`config.mk`:
```
export PLATFORM = sky130hd
export DESIGN_NAME = epoch_timekeeper_with_rebase_unit
export DESIGN_NICKNAME = d
export VERILOG_FILES = /design/src/rtl/core/etr_pkg.sv /design/src/rtl/core/epoch_timekeeper_with_rebase_unit.sv
export SDC_FILE = /design/constraint.sdc
export NUM_CORES = 2
export LEC_CHECK = 0
export BUFFER_PORTS_ARGS = -buffer_cell sky130_fd_sc_hd__buf_2
export CORE_AREA = 8 8 319 321
export CTS_BUF_LIST = sky130_fd_sc_hd__clkbuf_8 sky130_fd_sc_hd__clkbuf_16
export DETAILED_ROUTE_END_ITERATION = 8
export DIE_AREA = 0 0 327 329
export GPL_TIMING_DRIVEN = 0
export PLACE_DENSITY = 0.65
export SLEW_MARGIN = 20
export SYNTH_ARGS = -nofsm -noshare
export SYNTH_HDL_FRONTEND = slang
export SYNTH_SLANG_ARGS = --single-unit
export TNS_END_PERCENT = 5
```
`constraint.sdc`:
```
create_clock -name clk_i -period 10.7 [get_ports clk_i]
set_input_delay 1.605 -clock clk_i [delete_from_list [all_inputs] [get_ports clk_i]]
set_output_delay 1.605 -clock clk_i [all_outputs]
set_load 0.1 [all_outputs]
```
`src/rtl/core/etr_pkg.sv`:
```
// Shared constants, command codes and the day-of-year table for the epoch timekeeper.
package etr_pkg;

  localparam int unsigned DayBitsDefault = 9;

  localparam logic [8:0]  RebaseLimitReset = 9'd400;
  localparam logic [31:0] UnsetEpochReset  = 32'd1767225600;

  localparam logic [16:0] SecsPerDay  = 17'd86400;
  localparam logic [16:0] SecsPerHour = 17'd3600;
  localparam logic [16:0] SecsPerMin  = 17'd60;
  localparam logic [16:0] DaysPerYear = 17'd365;

  // Reciprocals scaled by 2^32 and rounded down, so a quotient estimate is never too large
  // and falls short by at most one.
  localparam logic [16:0] RecipDay  = 17'd49710;
  localparam logic [31:0] RecipHour = 32'd1193046;
  localparam logic [31:0] RecipMin  = 32'd71582788;

  // Days from 0000-03-01 to 1970-01-01 subtracted from the start of era 4 or era 5.
  localparam logic [31:0] EraBase4 = 32'(4 * 146097) - 32'(719468);
  localparam logic [31:0] EraBase5 = 32'(5 * 146097) - 32'(719468);

  localparam logic [1:0] CmdTick     = 2'd0;
  localparam logic [1:0] CmdSetEpoch = 2'd1;
  localparam logic [1:0] CmdSetCivil = 2'd2;
  localparam logic [1:0] CmdRead     = 2'd3;

  localparam logic RegRebaseLimit = 1'b0;
  localparam logic RegUnsetEpoch  = 1'b1;

  // Days before the first of a month, counted from March: (153 * mp + 2) / 5.
  function automatic logic [8:0] month_start(input logic [3:0] mp);
    logic [8:0] r;
    begin
      case (mp)
        4'd0:    r = 9'd0;
        4'd1:    r = 9'd31;
        4'd2:    r = 9'd61;
        4'd3:    r = 9'd92;
        4'd4:    r = 9'd122;
        4'd5:    r = 9'd153;
        4'd6:    r = 9'd184;
        4'd7:    r = 9'd214;
        4'd8:    r = 9'd245;
        4'd9:    r = 9'd275;
        4'd10:   r = 9'd306;
        4'd11:   r = 9'd337;
        4'd12:   r = 9'd367;
        default: r = 9'd0;
      endcase
      return r;
    end
  endfunction

endpackage

```
`src/rtl/core/epoch_timekeeper_with_rebase_unit.sv`:
```
// Epoch timekeeper: midnight base epoch, day and h:m:s counters, civil date conversion.
// One transaction at a time; the result becomes valid as the block returns to idle and
// can accept again, and a stalled output register holds it in its finish state meanwhile.
// The shared 32x17 multiplier serves every step; each split by a day, an hour or a minute
// is a reciprocal estimate, a multiply back and at most one correction step.
// Reset clears the clock to the unset state and loads the register reset values.
module epoch_timekeeper_with_rebase_unit #(
  parameter int unsigned DAY_BITS = etr_pkg::DayBitsDefault
) (
  input  logic        clk_i,
  input  logic        rst_ni,
  input  logic        in_valid_i,
  output logic        in_stall_o,
  input  logic [1:0]  command_i,
  input  logic [31:0] epoch_in_i,
  input  logic [6:0]  year_offset_i,
  input  logic [3:0]  month_i,
  input  logic [4:0]  day_of_month_i,
  input  logic [4:0]  hour_i,
  input  logic [5:0]  minute_i,
  input  logic [5:0]  second_i,
  output logic        out_valid_o,
  input  logic        out_stall_i,
  output logic [31:0] epoch_out_o,
  output logic        time_is_set_o,
  output logic        rebased_o,
  input  logic        cfg_we_i,
  input  logic        cfg_index_i,
  input  logic [31:0] cfg_wdata_i
);
  import etr_pkg::*;

  localparam int unsigned CmpW = (DAY_BITS > 9) ? DAY_BITS : 9;

  // Sequencer states.
  localparam logic [3:0] S_IDLE = 4'd0;
  localparam logic [3:0] S_CIV1 = 4'd1;
  localparam logic [3:0] S_CIV2 = 4'd2;
  localparam logic [3:0] S_CIV3 = 4'd3;
  localparam logic [3:0] S_CIV4 = 4'd4;
  localparam logic [3:0] S_CIV5 = 4'd5;
  localparam logic [3:0] S_CIV6 = 4'd6;
  localparam logic [3:0] S_DV1  = 4'd7;
  localparam logic [3:0] S_DV2  = 4'd8;
  localparam logic [3:0] S_DV3  = 4'd9;
  localparam logic [3:0] S_DV4  = 4'd10;
  localparam logic [3:0] S_RD1  = 4'd11;
  localparam logic [3:0] S_RD2  = 4'd12;
  localparam logic [3:0] S_RD3  = 4'd13;
  localparam logic [3:0] S_RD4  = 4'd14;
  localparam logic [3:0] S_FIN  = 4'd15;

  // Divider phases: seconds of day, then hours, then minutes.
  localparam logic [1:0] P_DAY  = 2'd0;
  localparam logic [1:0] P_HOUR = 2'd1;
  localparam logic [1:0] P_MIN  = 2'd2;

  logic [3:0]          state_q, state_d;
  logic [8:0]          limit_q, limit_d;
  logic [31:0]         unset_q, unset_d;
  logic [31:0]         base_q, base_d;
  logic [DAY_BITS-1:0] day_q, day_d;
  logic [4:0]          hour_q, hour_d;
  logic [5:0]          min_q, min_d;
  logic [5:0]          sec_q, sec_d;
  logic                out_valid_q, out_valid_d;
  logic [31:0]         res_epoch_q, res_epoch_d;
  logic                res_rebased_q, res_rebased_d;
  logic                res_set_q, res_set_d;

  // Working registers of the shared datapath.
  logic [31:0] acc_q, acc_d;
  logic [48:0] mul_q;
  logic [8:0]  yoe_q, yoe_d;
  logic [4:0]  hh_q, hh_d;
  logic [5:0]  mm_q, mm_d;
  logic [5:0]  ss_q, ss_d;
  logic [31:0] epoch_q, epoch_d;
  logic [16:0] quo_q, quo_d;
  logic [1:0]  phase_q, phase_d;
  logic [31:0] pend_epoch_q, pend_epoch_d;
  logic        pend_rebased_q, pend_rebased_d;

  // Shared multiplier operands.
  logic [31:0] mul_a;
  logic [16:0] mul_b;
  logic [48:0] mul_full;

  // Civil date front end.
  logic        le_feb;
  logic [11:0] civ_y;
  logic        era5;
  logic [8:0]  civ_yoe;
  logic [3:0]  civ_mp;
  logic [1:0]  cent;
  logic [10:0] doy;
  logic [31:0] civ_acc;

  // Divisor of the current phase.
  logic [16:0] divisor;

  // Read finish.
  logic        rd_set;
  logic [31:0] rd_base;
  logic        rd_fold;
  logic [31:0] civ_total;

  assign mul_full = 49'(mul_a) * 49'(mul_b);

  // Year and era arithmetic; only eras 4 and 5 are reachable from year 2000 on.
  always_comb begin
    le_feb  = (month_i <= 4'd2);
    civ_y   = 12'd2000 + 12'(year_offset_i) - 12'(le_feb);
    era5    = (civ_y >= 12'd2000);
    civ_yoe = era5 ? 9'(civ_y - 12'd2000) : 9'(civ_y - 12'd1600);
    civ_mp  = (month_i > 4'd2) ? (month_i - 4'd3) : (month_i + 4'd9);
    if (civ_yoe >= 9'd300) begin
      cent = 2'd3;
    end else if (civ_yoe >= 9'd200) begin
      cent = 2'd2;
    end else if (civ_yoe >= 9'd100) begin
      cent = 2'd1;
    end else begin
      cent = 2'd0;
    end
    // The day of year goes to minus one for day zero of March.
    doy     = {2'b00, month_start(civ_mp)} + {6'd0, day_of_month_i} - 11'd1;
    civ_acc = (era5 ? EraBase5 : EraBase4) + 32'(civ_yoe >> 2) - 32'(cent)
              + {{21{doy[10]}}, doy};
  end

  always_comb begin
    case (phase_q)
      P_DAY:   divisor = SecsPerDay;
      P_HOUR:  divisor = SecsPerHour;
      default: divisor = SecsPerMin;
    endcase
  end

  always_comb begin
    rd_set    = (base_q != 32'd0);
    rd_base   = rd_set ? base_q : unset_q;
    rd_fold   = rd_set && (CmpW'(day_q) >= CmpW'(limit_q));
    civ_total = acc_q + mul_q[31:0] + 32'(ss_q);
  end

  always_comb begin
    state_d        = state_q;
    limit_d        = limit_q;
    unset_d        = unset_q;
    base_d         = base_q;
    day_d          = day_q;
    hour_d         = hour_q;
    min_d          = min_q;
    sec_d          = sec_q;
    out_valid_d    = out_valid_q;
    res_epoch_d    = res_epoch_q;
    res_rebased_d  = res_rebased_q;
    res_set_d      = res_set_q;
    acc_d          = acc_q;
    yoe_d          = yoe_q;
    hh_d           = hh_q;
    mm_d           = mm_q;
    ss_d           = ss_q;
    epoch_d        = epoch_q;
    quo_d          = quo_q;
    phase_d        = phase_q;
    pend_epoch_d   = pend_epoch_q;
    pend_rebased_d = pend_rebased_q;
    mul_a          = 32'd0;
    mul_b          = 17'd0;

    if (cfg_we_i) begin
      if (cfg_index_i == RegRebaseLimit) begin
        limit_d = cfg_wdata_i[8:0];
      end else begin
        unset_d = cfg_wdata_i;
      end
    end

    if (out_valid_q && !out_stall_i) begin
      out_valid_d = 1'b0;
    end

    case (state_q)
      S_IDLE: begin
        if (in_valid_i) begin
          // The previous result may still wait in the output register, so the new one
          // is built in the pending registers and moved over at the end.
          pend_epoch_d   = 32'd0;
          pend_rebased_d = 1'b0;
          case (command_i)
            CmdTick: begin
              if (sec_q >= 6'd59) begin
                sec_d = 6'd0;
                if (min_q >= 6'd59) begin
                  min_d = 6'd0;
                  if (hour_q >= 5'd23) begin
                    hour_d = 5'd0;
                    day_d  = day_q + DAY_BITS'(1);
                  end else begin
                    hour_d = hour_q + 5'd1;
                  end
                end else begin
                  min_d = min_q + 6'd1;
                end
              end else begin
                sec_d = sec_q + 6'd1;
              end
              state_d = S_FIN;
            end
            CmdSetEpoch: begin
              epoch_d = epoch_in_i;
              acc_d   = epoch_in_i;
              phase_d = P_DAY;
              state_d = S_DV1;
            end
            CmdSetCivil: begin
              acc_d   = civ_acc;
              yoe_d   = civ_yoe;
              hh_d    = hour_i;
              mm_d    = minute_i;
              ss_d    = second_i;
              state_d = S_CIV1;
            end
            default: begin
              state_d = S_RD1;
            end
          endcase
        end
      end
      S_CIV1: begin
        mul_a   = 32'(yoe_q);
        mul_b   = DaysPerYear;
        state_d = S_CIV2;
      end
      S_CIV2: begin
        acc_d   = acc_q + mul_q[31:0];
        state_d = S_CIV3;
      end
      S_CIV3: begin
        mul_a   = acc_q;
        mul_b   = SecsPerDay;
        state_d = S_CIV4;
      end
      S_CIV4: begin
        acc_d   = mul_q[31:0];
        mul_a   = 32'(hh_q);
        mul_b   = SecsPerHour;
        state_d = S_CIV5;
      end
      S_CIV5: begin
        acc_d   = acc_q + mul_q[31:0];
        mul_a   = 32'(mm_q);
        mul_b   = SecsPerMin;
        state_d = S_CIV6;
      end
      S_CIV6: begin
        epoch_d = civ_total;
        acc_d   = civ_total;
        phase_d = P_DAY;
        state_d = S_DV1;
      end
      S_DV1: begin
        // Quotient estimate: dividend times the scaled reciprocal, upper bits kept.
        case (phase_q)
          P_DAY: begin
            mul_a = acc_q;
            mul_b = RecipDay;
          end
          P_HOUR: begin
            mul_a = RecipHour;
            mul_b = acc_q[16:0];
          end
          default: begin
            mul_a = RecipMin;
            mul_b = acc_q[16:0];
          end
        endcase
        state_d = S_DV2;
      end
      S_DV2: begin
        quo_d   = mul_q[48:32];
        mul_a   = 32'(mul_q[48:32]);
        mul_b   = divisor;
        state_d = S_DV3;
      end
      S_DV3: begin
        acc_d   = acc_q - mul_q[31:0];
        state_d = S_DV4;
      end
      S_DV4: begin
        if (acc_q >= 32'(divisor)) begin
          acc_d = acc_q - 32'(divisor);
          quo_d = quo_q + 17'd1;
        end else begin
          case (phase_q)
            P_DAY: begin
              // acc_q now holds the seconds of day.
              base_d  = epoch_q - acc_q;
              phase_d = P_HOUR;
              state_d = S_DV1;
            end
            P_HOUR: begin
              hour_d  = quo_q[4:0];
              phase_d = P_MIN;
              state_d = S_DV1;
            end
            default: begin
              min_d   = quo_q[5:0];
              sec_d   = acc_q[5:0];
              day_d   = '0;
              state_d = S_FIN;
            end
          endcase
        end
      end
      S_RD1: begin
        mul_a   = 32'(hour_q);
        mul_b   = SecsPerHour;
        state_d = S_RD2;
      end
      S_RD2: begin
        acc_d   = mul_q[31:0] + 32'(sec_q);
        mul_a   = 32'(min_q);
        mul_b   = SecsPerMin;
        state_d = S_RD3;
      end
      S_RD3: begin
        acc_d   = acc_q + mul_q[31:0];
        mul_a   = 32'(day_q);
        mul_b   = SecsPerDay;
        state_d = S_RD4;
      end
      S_RD4: begin
        // mul_q holds the day count in seconds, acc_q the seconds of day.
        pend_epoch_d = rd_base + mul_q[31:0] + acc_q;
        if (rd_fold) begin
          base_d         = rd_base + mul_q[31:0];
          day_d          = '0;
          pend_rebased_d = 1'b1;
        end
        state_d = S_FIN;
      end
      S_FIN: begin
        if (!out_valid_q || !out_stall_i) begin
          out_valid_d   = 1'b1;
          res_epoch_d   = pend_epoch_q;
          res_rebased_d = pend_rebased_q;
          res_set_d     = (base_q != 32'd0);
          state_d       = S_IDLE;
        end
      end
      default: begin
        state_d = S_IDLE;
      end
    endcase
  end

  always_ff @(posedge clk_i or negedge rst_ni) begin
    if (!rst_ni) begin
      state_q     <= S_IDLE;
      limit_q     <= RebaseLimitReset;
      unset_q     <= UnsetEpochReset;
      base_q      <= 32'd0;
      day_q       <= '0;
      hour_q      <= 5'd0;
      min_q       <= 6'd0;
      sec_q       <= 6'd0;
      out_valid_q <= 1'b0;
      phase_q     <= P_DAY;
    end else begin
      state_q     <= state_d;
      limit_q     <= limit_d;
      unset_q     <= unset_d;
      base_q      <= base_d;
      day_q       <= day_d;
      hour_q      <= hour_d;
      min_q       <= min_d;
      sec_q       <= sec_d;
      out_valid_q <= out_valid_d;
      phase_q     <= phase_d;
    end
  end

  always_ff @(posedge clk_i) begin
    res_epoch_q    <= res_epoch_d;
    res_rebased_q  <= res_rebased_d;
    res_set_q      <= res_set_d;
    acc_q          <= acc_d;
    mul_q          <= mul_full;
    yoe_q          <= yoe_d;
    hh_q           <= hh_d;
    mm_q           <= mm_d;
    ss_q           <= ss_d;
    epoch_q        <= epoch_d;
    quo_q          <= quo_d;
    pend_epoch_q   <= pend_epoch_d;
    pend_rebased_q <= pend_rebased_d;
  end

  assign in_stall_o    = (state_q != S_IDLE);
  assign out_valid_o   = out_valid_q;
  assign epoch_out_o   = res_epoch_q;
  assign time_is_set_o = res_set_q;
  assign rebased_o     = res_rebased_q;

endmodule

```
==> flow_summary.toml <==
[logic_synthesis]
yosysWarnings = 0
synth_cell_types = 88
synth_top_area_cell = "fa_1"
async_reset_ff_share_pct = 33.3
synth_ff_type = "edfxtp_1"
syn_inst = 5079
avgSynthCellArea_sq_um = 8.51
netlist_top_cells_count = "inv_1, nand2_1, fa_1, ha_1, nor2_1"
synth-seq-area-share_pct = 19.8
synth.most_common_cell = "inv_1"
syn_area_sq_um = 43200
synth_edf_count = 163
netlist_top_cells_area = "fa_1, edfxtp_1, ha_1, inv_1, dfrtp_1"
ys_ff_latch = 318
synth_top_area_share_pct = 21.5

[clock_tree]
post_cts_buffers = 0
cts_tree = "built"
cts_hold_buf = 0
cts_resized = 6
clk_latency_ns = 0.61
clock_path_buffers = 3
path_clk_slew_ns = 0.06
cts-root-buf = "clkbuf_16"
cts-buffers-inserted = 42
htree_levels = 2
cts.sinks = 318

[setup_path]
path_buf_inv = 7
endpoint = "mul_q[45]"
required_ns = 11.24
cp_max_fo = 10
cpPeakStageDelay_ns = 0.61
cp-start-kind = "flip-flop"
end_kind = "flip-flop"
crit_family = "adder cells"
path_class = "reg2reg"
cp-startpoint = "state_q[3]"
crit_top_cell = "fa_1"
rr_startpoint = "state_q[3]"
reg2reg_slack_ns = 0.15
reg2regPathDepth = 27
cp.depth = 27
crit_arrival_ns = 11.09
slowest_stage = "a31oi_1"
r2r_end = "mul_q[45]"

[sta]
max_freq_ghz = 0.0948
finalClockSkew_ns = 0.0277
rsz0062_at_grt = "no"
slew_viol_final = 0
min_period_ns = 10.55
finalSetupTns_ns = 0
max-slew-margin-rel_pct = 18.6
hold_viol = 0
setup_viol = 0
post-route-period-util_pct = 98.6
tightest_slew_ns = 1.22

[floorplanning]
design.core.area_sq_um = 97100
die_area_sq_um = 108000
die_h_um = 329
die_w_um = 327
floorplan.io_pins = 141
start_util_pct = 44.5
rows = 115

[global_route]
grt_pass1_wl_mm = 236
grt_max_degree = 56
grt_use_total_pct = 28.8
antenna_found_initial = 4
grt-ovfl-total = 0
grt_pass1_vias = 38664

[drt]
drc = 0
ant_nets = 0
wl_per_cell_um = 23.9
finalWirelength_mm = 160
firstDrtPassIters = 8
via_per_inst = 5.84
drtIter0Drc = 3721
via_count = 38911

[status]
run_status = "complete, no violations"

[min_path]
worstHoldPathCells = 0
hold_class = "reg2reg"

[placement]
gp_congestion = 1.00
numPortBuffers = 138
hpwlAfterDp_mm = 133

[cells_and_area]
nets = 6294
drive_above_1_share_pct = 6.56
utilization_pct = 49.0
syn_to_final_growth_pct = 10.1
n_fill_cell = 9415

[job]
cap_viol_max_count = 0
==> registers in the layout, indices dropped and copies added, names as in the netlist, 2 cells and up <==
register and count:
epoch_out_o 32, min_q 6, epoch_q 32, quo_q 6
phase_q 2, mm_q 6, sec_q 6, unset_q 32
yoe_q 9, mul_q 49, state_q 4, hh_q 5
ss_q 6, base_q 32, acc_q 32, hour_q 5
day_q 9, pend_epoch_q 32, limit_q 9
==> worst min path at each step <==
stage                     slack, ns              from              end
after CTS                      0.42  pend_epoch_q[14]  epoch_out_o[14]
final                          0.42   pend_epoch_q[3]   epoch_out_o[3]
after global placement         0.40  pend_epoch_q[28]  epoch_out_o[28]
after detailed placement       0.41  pend_epoch_q[14]  epoch_out_o[14]
after global routing           0.43  pend_epoch_q[17]  epoch_out_o[17]
after floorplan                0.40   pend_epoch_q[0]   epoch_out_o[0]
==> per-stage QoR <==
step                worst slack (ns)  cells  hold WS, ns  area, sq um
CTS                           0.0377   6666        0.419        47600
detailed placement            -0.318   6588        0.405        46000
floorplan                       2.59   5154        0.400        43500
finish                         0.151   6667        0.419        47600
global placement              -0.360   6579        0.402        45800
global route                  0.0715   6665        0.426        47600
==> layer usage <==
layer	vias up	GRT usage [%]	routed length (um)
met3	486	5.33	15000
li1	17509	-	-
met4	4	15.3	10200
met1	18871	36.2	62100
met2	2041	47.2	72200
met5	-	0	27
==> cell families after synthesis <==
| logic type | count (synthesis) | share of synthesized area [%] |
|---|---|---|
| and+or+nand+nor | 1490 | 15.6 |
| AOI/OAI and AO/OA | 1110 | 16.6 |
| buffers and inverters | 990 | 8.63 |
| adders and majority gates | 846 | 32.5 |
| DFF | 318 | 19.8 |
| xor gates and xnor gates | 258 | 5.23 |
| muxes | 65 | 1.62 |
| other | 2 | 0.0174 |
==> worst register-to-register path, delay by kind of cell (launching register included) <==
kind                     cells  cell delay (ns)
XOR/XNOR                     1             0.15
buffers and inverters        7             2.12
adder cells (fa/ha/maj)      7             3.49
flip-flops                   1             0.45
AO/OA/AOI/OAI                5             2.13
AND/OR/NAND/NOR              7             2.16
==> placed cells by master, fill, tap and decap left out, types with 62 or more instances in the layout <==
cell,count
o21ai_0,222
buf_2,141
ha_1,382
nand3_1,112
nand2_1,593
fa_1,464
conb_1,77
a21oi_1,324
dfrtp_1,90
clkbuf_1,151
nor3_1,86
inv_1,805
nor2_1,365
a21o_1,142
xor2_1,62
edfxtp_1,163
xnor2_1,196
==> cell type report <==
class                           instances  area, sq um  area share, %
Inverter                              807         3030           6.36
Sequential cell                       318         8550           18.0
Multi-Input combinational cell       3846        31300           65.8
Clock buffer                           46         1120           2.35
Buffer                                181          712           1.50
Timing Repair Buffer                  147          868           1.82
Antenna cell                            3         7.51         0.0158
Clock inverter                         32          368          0.773
Tap cell                             1287         1610           3.38
Power is not shown: default switching activity piles up to over one toggle a cycle in this logic, so the estimate is an artifact.
